File: src/hdl/bpec_pkg.sv
// Shared types and constants for the button press event classifier.
// Depends on nothing; imported by bpec_core and button_press_event_classifier.
package bpec_pkg;

    localparam int TIME_BITS    = 48;
    localparam int GAP_BITS     = 32;
    localparam int CFG_IDX_BITS = 1;

    typedef logic [TIME_BITS-1:0] t_time;
    typedef logic [GAP_BITS-1:0]  t_gap;

    typedef enum logic [CFG_IDX_BITS-1:0] {
        CFG_LONG_GAP  = 1'b0,
        CFG_SHORT_GAP = 1'b1
    } t_cfg_idx;

    typedef struct packed {
        t_gap long_gap;
        t_gap short_gap;
    } t_gaps;

    typedef struct packed {
        logic level_changed;
        logic state_reversed;
        logic became_pressed;
        logic became_released;
        logic long_release_ended;
        logic short_release_ended;
        logic long_press_ended;
        logic short_press_ended;
        logic long_press_entered;
        logic long_press_holding;
        logic long_release_entered;
        logic long_release_holding;
    } t_flags;

    // True when later - earlier is strictly above the threshold.
    // Callers only rely on the result where later >= earlier, so a wrapped difference is never used.
    function automatic logic exceeds(t_time later, t_time earlier, t_gap thr);
        t_time diff;
        diff = later - earlier;
        return diff > {{(TIME_BITS-GAP_BITS){1'b0}}, thr};
    endfunction

endpackage

File: src/hdl/bpec_core.sv
// Poll state (previous level, last pressed/released times, long flag) and the
// flag logic for one poll. Depends on bpec_pkg.
module bpec_core (
    input  logic            i_clk,
    input  logic            i_rst_n,
    input  logic            i_fire,
    input  bpec_pkg::t_time i_time,
    input  logic            i_level,
    input  bpec_pkg::t_gaps i_gaps,
    output bpec_pkg::t_flags o_flags
);
    import bpec_pkg::*;

    logic  r_prev_level, n_prev_level;
    t_time r_pressed_t,  n_pressed_t;
    t_time r_released_t, n_released_t;
    logic  r_long_seen,  n_long_seen;

    logic  changed;
    logic  rev;
    logic  end_long, end_short;
    logic  now_pressed, now_released;
    logic  now_long;
    logic  seen_eff;
    logic  entered;

    always_comb begin
        changed = (i_level != r_prev_level);

        // Reversal and the length of the state that just ended, from the old times.
        if (i_level) begin
            rev       = (r_pressed_t < r_released_t);
            end_long  = exceeds(r_released_t, r_pressed_t, i_gaps.long_gap);
            end_short = exceeds(r_released_t, r_pressed_t, i_gaps.short_gap);
            n_pressed_t  = i_time;
            n_released_t = r_released_t;
        end else begin
            rev       = (r_pressed_t > r_released_t);
            end_long  = exceeds(r_pressed_t, r_released_t, i_gaps.long_gap);
            end_short = exceeds(r_pressed_t, r_released_t, i_gaps.short_gap);
            n_pressed_t  = r_pressed_t;
            n_released_t = i_time;
        end

        // Current state from the updated times.
        now_pressed  = (n_pressed_t > n_released_t);
        now_released = (n_pressed_t < n_released_t);
        if (now_pressed) begin
            now_long = exceeds(n_pressed_t, n_released_t, i_gaps.long_gap);
        end else if (now_released) begin
            now_long = exceeds(n_released_t, n_pressed_t, i_gaps.long_gap);
        end else begin
            now_long = 1'b0;
        end

        seen_eff     = changed ? 1'b0 : r_long_seen;
        entered      = now_long && !seen_eff;
        n_long_seen  = seen_eff || now_long;
        n_prev_level = i_level;

        o_flags.level_changed        = changed;
        o_flags.state_reversed       = rev;
        o_flags.became_pressed       = rev && i_level;
        o_flags.became_released      = rev && !i_level;
        o_flags.long_release_ended   = rev && i_level && end_long;
        o_flags.short_release_ended  = rev && i_level && !end_long && end_short;
        o_flags.long_press_ended     = rev && !i_level && end_long;
        o_flags.short_press_ended    = rev && !i_level && !end_long && end_short;
        o_flags.long_press_entered   = entered && now_pressed;
        o_flags.long_press_holding   = now_long && now_pressed;
        o_flags.long_release_entered = entered && now_released;
        o_flags.long_release_holding = now_long && now_released;
    end

    always_ff @(posedge i_clk) begin
        if (!i_rst_n) begin
            r_prev_level <= 1'b0;
            r_pressed_t  <= '0;
            r_released_t <= '0;
            r_long_seen  <= 1'b0;
        end else if (i_fire) begin
            r_prev_level <= n_prev_level;
            r_pressed_t  <= n_pressed_t;
            r_released_t <= n_released_t;
            r_long_seen  <= n_long_seen;
        end
    end

endmodule

File: src/hdl/button_press_event_classifier.sv
// Top level of the button press event classifier: configuration registers,
// request handshakes and the result register. Depends on bpec_pkg and bpec_core.

// The classifier takes one poll request per clock cycle while o_ready is high:
// a 48-bit microsecond timestamp and the pin level (1 pressed, 0 released).
// Each accepted request yields exactly one result of twelve event flags,
// registered and presented in the cycle after acceptance. The rate is one
// request per cycle while the result side does not stall, set by the single
// pass from the stored poll state through the duration compares into the
// result register; the stored state is updated in the same cycle, so the next
// request sees it at once. A new request is taken whenever the result register
// is empty or its result is being taken in the same cycle, so a stall on the
// result side holds the input side only while a result is waiting. Duration
// tests are strict greater-than against long_gap_us (register 0, reset 1000000)
// and short_gap_us (register 1, reset 50000). Timestamps are expected to be
// monotonic; there is no wrap handling. The user must write registers through
// the write port only while no request is in flight; no check enforces it.
module button_press_event_classifier (
    input  logic                  i_clk,
    input  logic                  i_rst_n,
    // Configuration write port.
    input  logic                  i_cfg_we,
    input  logic [bpec_pkg::CFG_IDX_BITS-1:0] i_cfg_idx,
    input  logic [bpec_pkg::GAP_BITS-1:0]     i_cfg_data,
    // Poll request channel.
    input  logic                  i_valid,
    output logic                  o_ready,
    input  logic [bpec_pkg::TIME_BITS-1:0]    i_sample_time_us,
    input  logic                  i_pin_level,
    // Result channel.
    output logic                  o_valid,
    input  logic                  i_ready,
    output logic                  o_level_changed,
    output logic                  o_state_reversed,
    output logic                  o_became_pressed,
    output logic                  o_became_released,
    output logic                  o_long_release_ended,
    output logic                  o_short_release_ended,
    output logic                  o_long_press_ended,
    output logic                  o_short_press_ended,
    output logic                  o_long_press_entered,
    output logic                  o_long_press_holding,
    output logic                  o_long_release_entered,
    output logic                  o_long_release_holding
);
    import bpec_pkg::*;

    t_gaps  r_gaps;
    t_flags core_flags;
    t_flags r_flags;
    logic   r_out_valid;
    logic   in_fire;

    // A request is taken when the result register is free or draining.
    assign o_ready = !r_out_valid || i_ready;
    assign in_fire = i_valid && o_ready;

    // Threshold registers.
    always_ff @(posedge i_clk) begin
        if (!i_rst_n) begin
            r_gaps.long_gap  <= GAP_BITS'(1000000);
            r_gaps.short_gap <= GAP_BITS'(50000);
        end else if (i_cfg_we) begin
            unique case (t_cfg_idx'(i_cfg_idx))
                CFG_LONG_GAP:  r_gaps.long_gap  <= i_cfg_data;
                CFG_SHORT_GAP: r_gaps.short_gap <= i_cfg_data;
            endcase
        end
    end

    bpec_core u_core (
        .i_clk   (i_clk),
        .i_rst_n (i_rst_n),
        .i_fire  (in_fire),
        .i_time  (i_sample_time_us),
        .i_level (i_pin_level),
        .i_gaps  (r_gaps),
        .o_flags (core_flags)
    );

    // Result register: loaded on every accepted request, emptied when taken.
    always_ff @(posedge i_clk) begin
        if (!i_rst_n) begin
            r_out_valid <= 1'b0;
        end else if (in_fire) begin
            r_out_valid <= 1'b1;
        end else if (i_ready) begin
            r_out_valid <= 1'b0;
        end
    end

    always_ff @(posedge i_clk) begin
        if (in_fire) begin
            r_flags <= core_flags;
        end
    end

    assign o_valid                = r_out_valid;
    assign o_level_changed        = r_flags.level_changed;
    assign o_state_reversed       = r_flags.state_reversed;
    assign o_became_pressed       = r_flags.became_pressed;
    assign o_became_released      = r_flags.became_released;
    assign o_long_release_ended   = r_flags.long_release_ended;
    assign o_short_release_ended  = r_flags.short_release_ended;
    assign o_long_press_ended     = r_flags.long_press_ended;
    assign o_short_press_ended    = r_flags.short_press_ended;
    assign o_long_press_entered   = r_flags.long_press_entered;
    assign o_long_press_holding   = r_flags.long_press_holding;
    assign o_long_release_entered = r_flags.long_release_entered;
    assign o_long_release_holding = r_flags.long_release_holding;

`ifndef NO_ASSERTIONS
    // Every accepted request leaves a result waiting in the next cycle.
    a_fire_gives_result: assert property (@(posedge i_clk) disable iff (!i_rst_n)
        in_fire |=> o_valid)
        else $error("accepted request produced no result");

    // A pressed poll can never report the end of a press.
    a_pressed_no_release: assert property (@(posedge i_clk) disable iff (!i_rst_n)
        in_fire && i_pin_level |=>
            !(o_became_released || o_long_press_ended || o_short_press_ended))
        else $error("pressed poll reported a press ending");

    // A released poll can never report the end of a release.
    a_released_no_press: assert property (@(posedge i_clk) disable iff (!i_rst_n)
        in_fire && !i_pin_level |=>
            !(o_became_pressed || o_long_release_ended || o_short_release_ended))
        else $error("released poll reported a release ending");
`endif

endmodule
File: config.mk
export PLATFORM = sky130hd
export DESIGN_NAME = button_press_event_classifier
export DESIGN_NICKNAME = d
export VERILOG_FILES = /design/src/hdl/bpec_pkg.sv /design/src/hdl/bpec_core.sv /design/src/hdl/button_press_event_classifier.sv
export SDC_FILE = /design/constraint.sdc
export NUM_CORES = 1
export LEC_CHECK = 0
export ABC_CLOCK_PERIOD_IN_PS = 10000
export BUFFER_PORTS_ARGS = -buffer_cell sky130_fd_sc_hd__buf_2
export CORE_MARGIN = 2
export CORE_UTILIZATION = 30
export DETAILED_ROUTE_END_ITERATION = 12
export GPL_ROUTABILITY_DRIVEN = 0
export MAX_ROUTING_LAYER = met4
export PLACE_DENSITY = 0.43
export SLEW_MARGIN = 20
export SYNTH_ARGS = -nofsm -noshare
export SYNTH_HDL_FRONTEND = slang
export SYNTH_SLANG_ARGS = --single-unit
File: constraint.sdc
create_clock -name i_clk -period 10 [get_ports i_clk]
set_clock_uncertainty 0.15 [all_clocks]
set_input_delay 0.5 -clock i_clk [delete_from_list [all_inputs] [get_ports i_clk]]
set_output_delay 0.5 -clock i_clk [all_outputs]
set_load 0.02 [all_outputs]
### Word-level counts from Yosys, hierarchy flattened

Cells that the tools add are included.

* flip-flop bits (word level): 175
* bits of input ports: 87
* output and inout bits: 14
* logic and storage cells: 68

* add/sub/neg operators: 4
* order comparisons: 10
* eq/ne operators: 1
* muxes and demuxes: 10
* bitwise gates (word level): 1
* reductions and logical operators: 23

Operator list (number)
* $gt 48x32->1: 6
* $sub 48x48->48: 4
* $gt 48x48->1: 2
* $lt 48x48->1: 2
* $mux 48: 2
* $logic_and 1x1->1: 14
* $mux 1: 8
* $logic_not 1->1: 4
* $reduce_and 2->1: 2
* $logic_or 1x1->1: 2
* $reduce_bool 2->1: 1
* $ne 1x1->1: 1
* $not 1->1: 1

### Longest topological paths before layout

Gate-level depths: netlist of the first run.

* depth after elaboration: 7
* depth in mapped cells: 27
* mapped depth without buffers: 27

### Hierarchy

From an unflattened synthesis of the first run, not the netlist that was laid out.

* cells, all modules: 3239
* area total of the unflattened synthesis: 24153.2 sq um

By module, submodules not included
* bpec_core: instances 1, cells an instance 2964, area an instance 21217.8 sq um, sequential area each 1961.9 sq um
* button_press_event_classifier: instances 1, cells an instance 275, area an instance 2935.3 sq um, sequential area each 1661.6 sq um

### Worst setup path before layout of the first run

Ideal clock, no wire load.

* path kind: input port to flip-flop
* start: input port i_pin_level
* end: register r_flags, in the netlist o_long_release_entered (data pin)
* library setup time: 0.269 ns
* arrival: 5.521 ns
* data required time: 9.581 ns
* setup slack: 4.061 ns
* stages on the path: 21
* buffers on the path: 2
* path through: clkbuf_1 -> clkbuf_1 -> mux2i_1 -> inv_1 -> fa_1 -> a21o_1 -> a221oi_2 -> o221ai_1 -> a211o_1 -> a31oi_1 -> o21ai_0 -> xor2_1 -> ha_1 -> nand4_1 -> nor4_1 -> nand3_1 -> a211oi_1 -> nor4b_1 -> and4_1 -> a41oi_1 -> a21boi_0

RTL lines
* start: declaration: line button_press_event_classifier.sv:29 `input logic i_pin_level,`
* end signal: assignment: line button_press_event_classifier.sv:94 `r_flags <= core_flags;`
* end: declaration: line button_press_event_classifier.sv:50 `t_flags r_flags;`

==> impl_metrics.tcl, run 1 <==
set metrics [dict create \
    ys_seq_area_share_pct 15.5 \
    htreeDepth 4 \
    start_kind "flop" \
    gr-total-overflow 0 \
    finalCritPeriodShare_pct 72.7 \
    synth.distinct_cells 82 \
    cts_num_sinks 175 \
    powerDensity_nw_per_um2 167 \
    routed_wirelength_um 90900 \
    min_to "o_valid$_SDFFE_PN0P_" \
    nets 3589 \
    dr.pass1.iters 6 \
    reg2reg_from "u_core.r_released_t[17]$_SDFFE_PN0P_" \
    dpl.hpwl_um 75300 \
    hp-class "in -> reg" \
    stdcell_area_um2 25200 \
    synth_edf_count 12 \
    cp_max_fo 9 \
    reg2reg_depth 20 \
    antenna_cells 0 \
    fin_crit_ps 7270 \
    largest_reg_flops 64 \
    cp.arrival_ps 7390 \
    drcViolationCount 0 \
    root_buffer "clkbuf_16" \
    p_leak_nw 12.2 \
    die-area_um2 80300 \
    clkPwrFrac_pct 17.7 \
    pre_cts_slack_ps 2730 \
    grt_usage_pct 22.5 \
    viasPerCell 5.57 \
    avgSynthCellArea_um2 7.43 \
    holdPathStages 3 \
    drive_gt1_share_pct 5.30 \
    crit_chain "inv_1, ha_1, nand2_1, nor2_1, nand3_1, a211oi_1, nor2_1, o21ai_1, nor2_1, xnor2_1, ha_1, nand4_1, or3_1, o31ai_1, nand4_1, nor4_1, nand4_1, nor4_1, o2111ai_1, a2111oi_1" \
    grt_pass1_vias 22350 \
    num_vias 23235 \
    worstSetupPathType "reg -> reg" \
    clk_path_buf_depth 2 \
    hold_viol 0 \
    whs_ps 88.6 \
    internal-power_w 0.00211 \
    num_io_pins 101 \
    ys_ff_latch 175 \
    sequentialPowerShare_pct 19.6 \
    rsz0062_at_grt "false" \
    ir_drop_v 0.000150 \
    p_total_w 0.00421 \
    slowest_delay_ps 680 \
    numPortBuffers 100 \
    slew_headroom_pct 27.7 \
    start_util_pct 30.3 \
    netlist_area_um2 23400 \
    antenna_found_initial 0 \
    yosys_warnings 0 \
    syn-num-nets 3621 \
    cts_made_buffers 17 \
    die_h_um 283 \
    timing.final.ws_setup_ps 2730 \
    status "finished, final reports clean" \
    async_flop_share_pct 0 \
    ant_nets 0 \
    critPathCaptureType "flop" \
    routedWlPerCell_um 21.8 \
    area_delta_synth_final_pct 7.83 \
    required_ps 10110 \
    startpoint "u_core.r_released_t[17]$_SDFFE_PN0P_" \
    largest_register "r_gaps" \
    placement_rows 102 \
    sw_frac_of_total_pct 49.8 \
    slew_violations 0 \
    p_sw_w 0.00210 \
    synth_flop_cell "dfxtp_1" \
    placed_area_um2 24600 \
    drtIter0Drc 2067 \
    clock_latency_ps 510 \
    clk_pin_slew_ps 90 \
    worstReg2RegEnd "o_short_release_ended$_DFFE_PP_" \
    largestRegisters "r_gaps (64), u_core.r_pressed_t (48), u_core.r_released_t (48)" \
    syn_inst 3151 \
    crit_path_top_delay_cell "o21ai_1" \
    grt_first_pass_wirelength_um 136000 \
    max-cap-violations 0 \
    coreArea_um2 77300 \
    max_freq_mhz 137 \
    cts_tree "done" \
    hp-start "i_valid" \
    power_frac_comb_pct 62.7 \
    finalSetupViolCount 0 \
    rrSetupSlack_ps 2730 \
    hold_buffers 0 \
    worst_slew_pin_slew_ps 1060 \
    grt_max_degree 115 \
    tns_ps 0 \
    cts_setup_buffers 0 \
    post_cts_resized 0 \
    die_width_um 283 \
]
layout by cell type (no fill, tap or decap), drive strengths merged, types with 69 or more instances in the layout:
cell,count
o21ai,171
a21boi,72
dfxtp,163
ha,379
inv,302
xor2,69
xnor2,81
buf,105
o211a,100
a21oi,312
nand4,92
nand2,411
a21o,92
mux2i,110
nor2,150
per-stage QoR:
step,std cells,util (%)
5_1_grt,4172,32.6
2_1_floorplan,3151,-
6_report,4172,32.6
4_1_cts,4172,32.6
3_3_place_gp,4140,31.8
3_5_place_dp,4140,31.9
kinds of logic after synthesis:
logic type / count (synthesis) / share of synthesized area (%)
buffers and inverters: 451 / 7.44
muxes: 111 / 4.75
AOI/OAI and AO/OA: 1010 / 28.9
xor gates and xnor gates: 150 / 5.61
DFF: 175 / 15.5
adders and majority gates: 383 / 20.6
and+or+nand+nor: 871 / 17.2
worst max-delay path by stage:
stage	to	slack (ps)	cells past startpoint
after global routing	o_short_release_ended$_DFFE_PP_	2430	20
after CTS	o_short_release_ended$_DFFE_PP_	2760	20
after global placement	o_short_release_ended$_DFFE_PP_	2820	20
final	o_short_release_ended$_DFFE_PP_	2730	20
after detailed placement	o_long_release_entered$_DFFE_PP_	2730	21
after floorplan	o_long_release_entered$_DFFE_PP_	4060	21
cell type report:
| cell class | instances | area [um2] |
|---|---|---|
| clock buffer | 18 | 429 |
| clock inverter | 14 | 173 |
| fill | 8408 | 52100 |
| inverter | 295 | 1110 |
| multi-input combinational | 2525 | 18100 |
| sequential | 175 | 3620 |
| tap | 1040 | 1300 |
| timing repair buffer | 105 | 547 |
synth_stat cells, types with 5 or more instances:
master | count | area share (%)
a211oi_1 | 19 | 0.61
ha_1 | 379 | 20
o221ai_1 | 7 | 0.26
a31o_2 | 5 | 0.19
nor4_1 | 22 | 0.59
o21bai_1 | 38 | 1.2
buf_1 | 9 | 0.14
inv_1 | 294 | 4.7
or2_2 | 5 | 0.13
a21boi_0 | 70 | 2.2
dfxtp_1 | 163 | 14
a31oi_1 | 28 | 0.75
nand3_1 | 49 | 1.0
nor2b_1 | 28 | 0.75
clkbuf_1 | 126 | 2.0
nand2_1 | 411 | 6.6
and2_1 | 12 | 0.32
a21o_1 | 92 | 3.0
o211ai_1 | 35 | 1.1
nor3_1 | 24 | 0.51
a221oi_1 | 9 | 0.34
o21ai_0 | 165 | 3.5
o31ai_1 | 13 | 0.42
xnor2_1 | 81 | 3.0
o2111ai_1 | 9 | 0.34
a21oi_1 | 310 | 6.6
a22oi_1 | 10 | 0.32
nand2b_1 | 23 | 0.61
a221o_1 | 7 | 0.30
o21a_1 | 39 | 1.3
o211a_1 | 99 | 4.2
or3_1 | 15 | 0.40
edfxtp_1 | 12 | 1.5
nand4_1 | 92 | 2.5
buf_2 | 17 | 0.36
nor2_1 | 150 | 2.4
and3_1 | 11 | 0.29
mux2i_1 | 110 | 4.7
xor2_1 | 69 | 2.6
and4_1 | 13 | 0.49
o22ai_1 | 5 | 0.13
a211o_1 | 7 | 0.26
layer usage:
layer / up-vias / wire length [um] / GRT usage, %
li1: 11193 / - / -
met1: 11131 / 44900 / 31.6
met2: 781 / 38700 / 33.6
met3: 130 / 4600 / 2.36
met4: 0 / 2770 / 7.34
met5: - / 0 / -
power by group through the flow:
stage                     combinational (W)  sequential [W]  clock (W)
after floorplan                     0.00186        0.000811          0
after global placement              0.00254        0.000835          0
after detailed placement            0.00258        0.000837          0
after CTS                           0.00259        0.000821   0.000772
after global routing                0.00291        0.000829   0.000794
final                               0.00264        0.000823   0.000745
critical path: cells and delay by family, from the launching register on:
kind,cells,cell delay [ps]
compound gates,5,2610
xor+xnor,1,230
fa+ha+maj,2,840
buf+inv,1,90
flops,1,490
simple gates,11,2610
(Power assumes the default switching activity.)
==> run 2, diff against run 1 <==
- ABC_AREA: default -> 1
- ABC_CLOCK_PERIOD_IN_PS: 10000 -> 7400
- clock period: 10 -> 7.4 ns (I/O delays scaled with it)
==> impl_metrics.tcl, run 2 <==
set metrics [dict create \
    fillers 9561 \
    hold_buffers 17 \
    regArea_um2 3620 \
    most-common-layout-cells "1,127 x nand2_1, 665 x inv_1, 496 x a21oi_1" \
    ir_drop_v 0.000192 \
    power_frac_comb_pct 66.3 \
    synth_largest_area_cell "ha_1" \
    sw_frac_of_total_pct 54.5 \
    syn_inst 4260 \
    drcViolationCount 0 \
    die_width_um 295 \
    crit_top_cell "nand2_1" \
    async_flop_share_pct 0 \
    p_sw_w 0.00339 \
    cp.arrival_ps 5970 \
    largest_reg_flops 64 \
    routed_wirelength_um 117000 \
    p_leak_nw 14.2 \
    clock_latency_ps 510 \
    crit_path_top_delay_cell "clkinv_1" \
    largest_register "r_gaps" \
    ys_seq_area_share_pct 14.3 \
    clk_path_buf_depth 2 \
    clk_pin_slew_ps 70 \
    grt_first_pass_wirelength_um 170000 \
    htreeDepth 4 \
    sequentialPowerShare_pct 17.4 \
    gr-total-overflow 0 \
    num_vias 27865 \
    cts_setup_buffers 0 \
    synth_area_leaders "ha_1 19%, nand2_1 17%, dfxtp_1 13%" \
    rsz0062_at_grt "false" \
    final_common_cell "nand2_1" \
    synth_edf_count 12 \
    cts_tree "done" \
    max-cap-violations 0 \
    drtIter0Drc 2701 \
    cts_made_buffers 17 \
    fin_crit_ps 5870 \
    yosysMostFrequentCell "nand2_1" \
    finalSetupViolCount 0 \
    largestRegisters "r_gaps (64), u_core.r_pressed_t (48), u_core.r_released_t (48)" \
    hp-class "in -> reg" \
    tns_ps 0 \
    place_inst 5399 \
    finalNonFillerCells 5450 \
    syn-num-nets 4730 \
    coreArea_um2 83700 \
    slew_headroom_pct 30.6 \
    p_total_w 0.00623 \
    hold_viol 0 \
    grt_max_degree 90 \
    ant_nets 0 \
    slew_violations 0 \
    required_ps 7510 \
    max_freq_mhz 170 \
    cp_max_fo 27 \
    avgSynthCellArea_um2 5.95 \
    routedWlPerCell_um 21.5 \
    synth_flop_cell "dfxtp_1" \
    multiInputGateArea_um2 18600 \
    placement_rows 106 \
    drive_gt1_share_pct 7.42 \
    viasPerCell 5.11 \
    internal-power_w 0.00283 \
    status "finished, final reports clean" \
    dr.pass1.iters 5 \
    antenna_found_initial 1 \
    dpl.hpwl_um 103000 \
    yosysTopAreaCellShare_pct 18.7 \
    nets 4771 \
    powerDensity_nw_per_um2 225 \
    ys_top_cells_by_count "1,128 x nand2_1, 666 x inv_1, 496 x a21oi_1, 379 x ha_1, 377 x o21ai_0" \
    netlist_area_um2 25300 \
    numPortBuffers 100 \
    ys_ff_latch 175 \
    post_cts_resized 0 \
    clkPwrFrac_pct 16.3 \
    worst_slew_pin_slew_ps 1030 \
    synth.distinct_cells 49 \
    worstSetupPathType "in -> reg" \
    start_kind "input pin" \
    critPathCaptureType "flop" \
    slowest_delay_ps 510 \
    grt_pass1_vias 25667 \
    num_io_pins 101 \
    start_util_pct 30.3 \
    die-area_um2 86800 \
    root_buffer "clkbuf_16" \
    finalCritPeriodShare_pct 79.3 \
    yosys_warnings 0 \
    die_h_um 295 \
    grt_usage_pct 27.4 \
    cts_num_sinks 175 \
    area_delta_synth_final_pct 9.37 \
]
## run 2: cells by family after synthesis
| logic type | count (synthesis) | synth area share, % |
|---|---|---|
| AOI/OAI and AO/OA | 991 | 20.6 |
| xor gates and xnor gates | 125 | 4.32 |
| adders and majority gates | 383 | 19.0 |
| buffers and inverters | 802 | 12.2 |
| DFF | 175 | 14.3 |
| and+or+nand+nor | 1784 | 29.6 |
## run 2: worst paths after layout
check | to | slack, ps | cells past startpoint | from
min | r_gaps[24]$_SDFFE_PN0P_ | 30 | 3 | i_cfg_data[24]
max reg2reg | o_long_press_ended$_DFFE_PP_ | 1770 | 19 | u_core.r_pressed_t[0]$_SDFFE_PN0P_
min reg2reg | u_core.r_long_seen$_SDFFE_PN0P_ | 350 | 2 | u_core.r_long_seen$_SDFFE_PN0P_
max | o_long_press_entered$_DFFE_PP_ | 1530 | 29 | i_pin_level
## run 2: area by class of cell
cell class | instances | share of cell area, %
antenna | 2 | 0.0181
timing repair buffer | 138 | 3.01
tap | 1134 | 5.12
inverter | 686 | 9.30
multi-input combinational | 3283 | 67.2
clock buffer | 18 | 1.58
sequential | 175 | 13.1
clock inverter | 14 | 0.673
## run 2: metrics by stage
stage / hold WS [ps] / setup slack, ps / area [um2] / util (%)
after floorplan: 293 / 2750 / 25300 / -
after global placement: 333 / 1280 / 26900 / 32.2
after detailed placement: 338 / 1170 / 26900 / 32.2
after CTS: 0.504 / 1680 / 27700 / 33.1
after global routing: 36.6 / 1170 / 27700 / 33.1
final: 26.9 / 1530 / 27700 / 33.1
## run 2: power by group through the flow
| stage | clock network [W] | logic [W] | registers, W |
|---|---|---|---|
| after CTS | 0.00103 | 0.00404 | 0.00109 |
| after detailed placement | 0 | 0.00401 | 0.00111 |
| after floorplan | 0 | 0.00268 | 0.00110 |
| final | 0.00101 | 0.00413 | 0.00109 |
| after global placement | 0 | 0.00402 | 0.00111 |
| after global routing | 0.00106 | 0.00457 | 0.00109 |
## run 2: layer usage
| metal | global-route usage [%] | vias to the layer above | wire [um] |
|---|---|---|---|
| met4 | 6.31 | 0 | 2590 |
| met3 | 3.62 | 89 | 8090 |
| met1 | 38.0 | 12900 | 55900 |
| met2 | 42.0 | 1037 | 50500 |
| li1 | - | 13839 | - |
| met5 | - | - | 0 |
## run 2: worst max-delay path, delay by kind of cell
| kind | cells | cell delay (ps) |
|---|---|---|
| simple gates | 18 | 2950 |
| buf+inv | 5 | 1160 |
| compound gates | 2 | 290 |
| xor+xnor | 1 | 340 |
| fa+ha+maj | 3 | 810 |
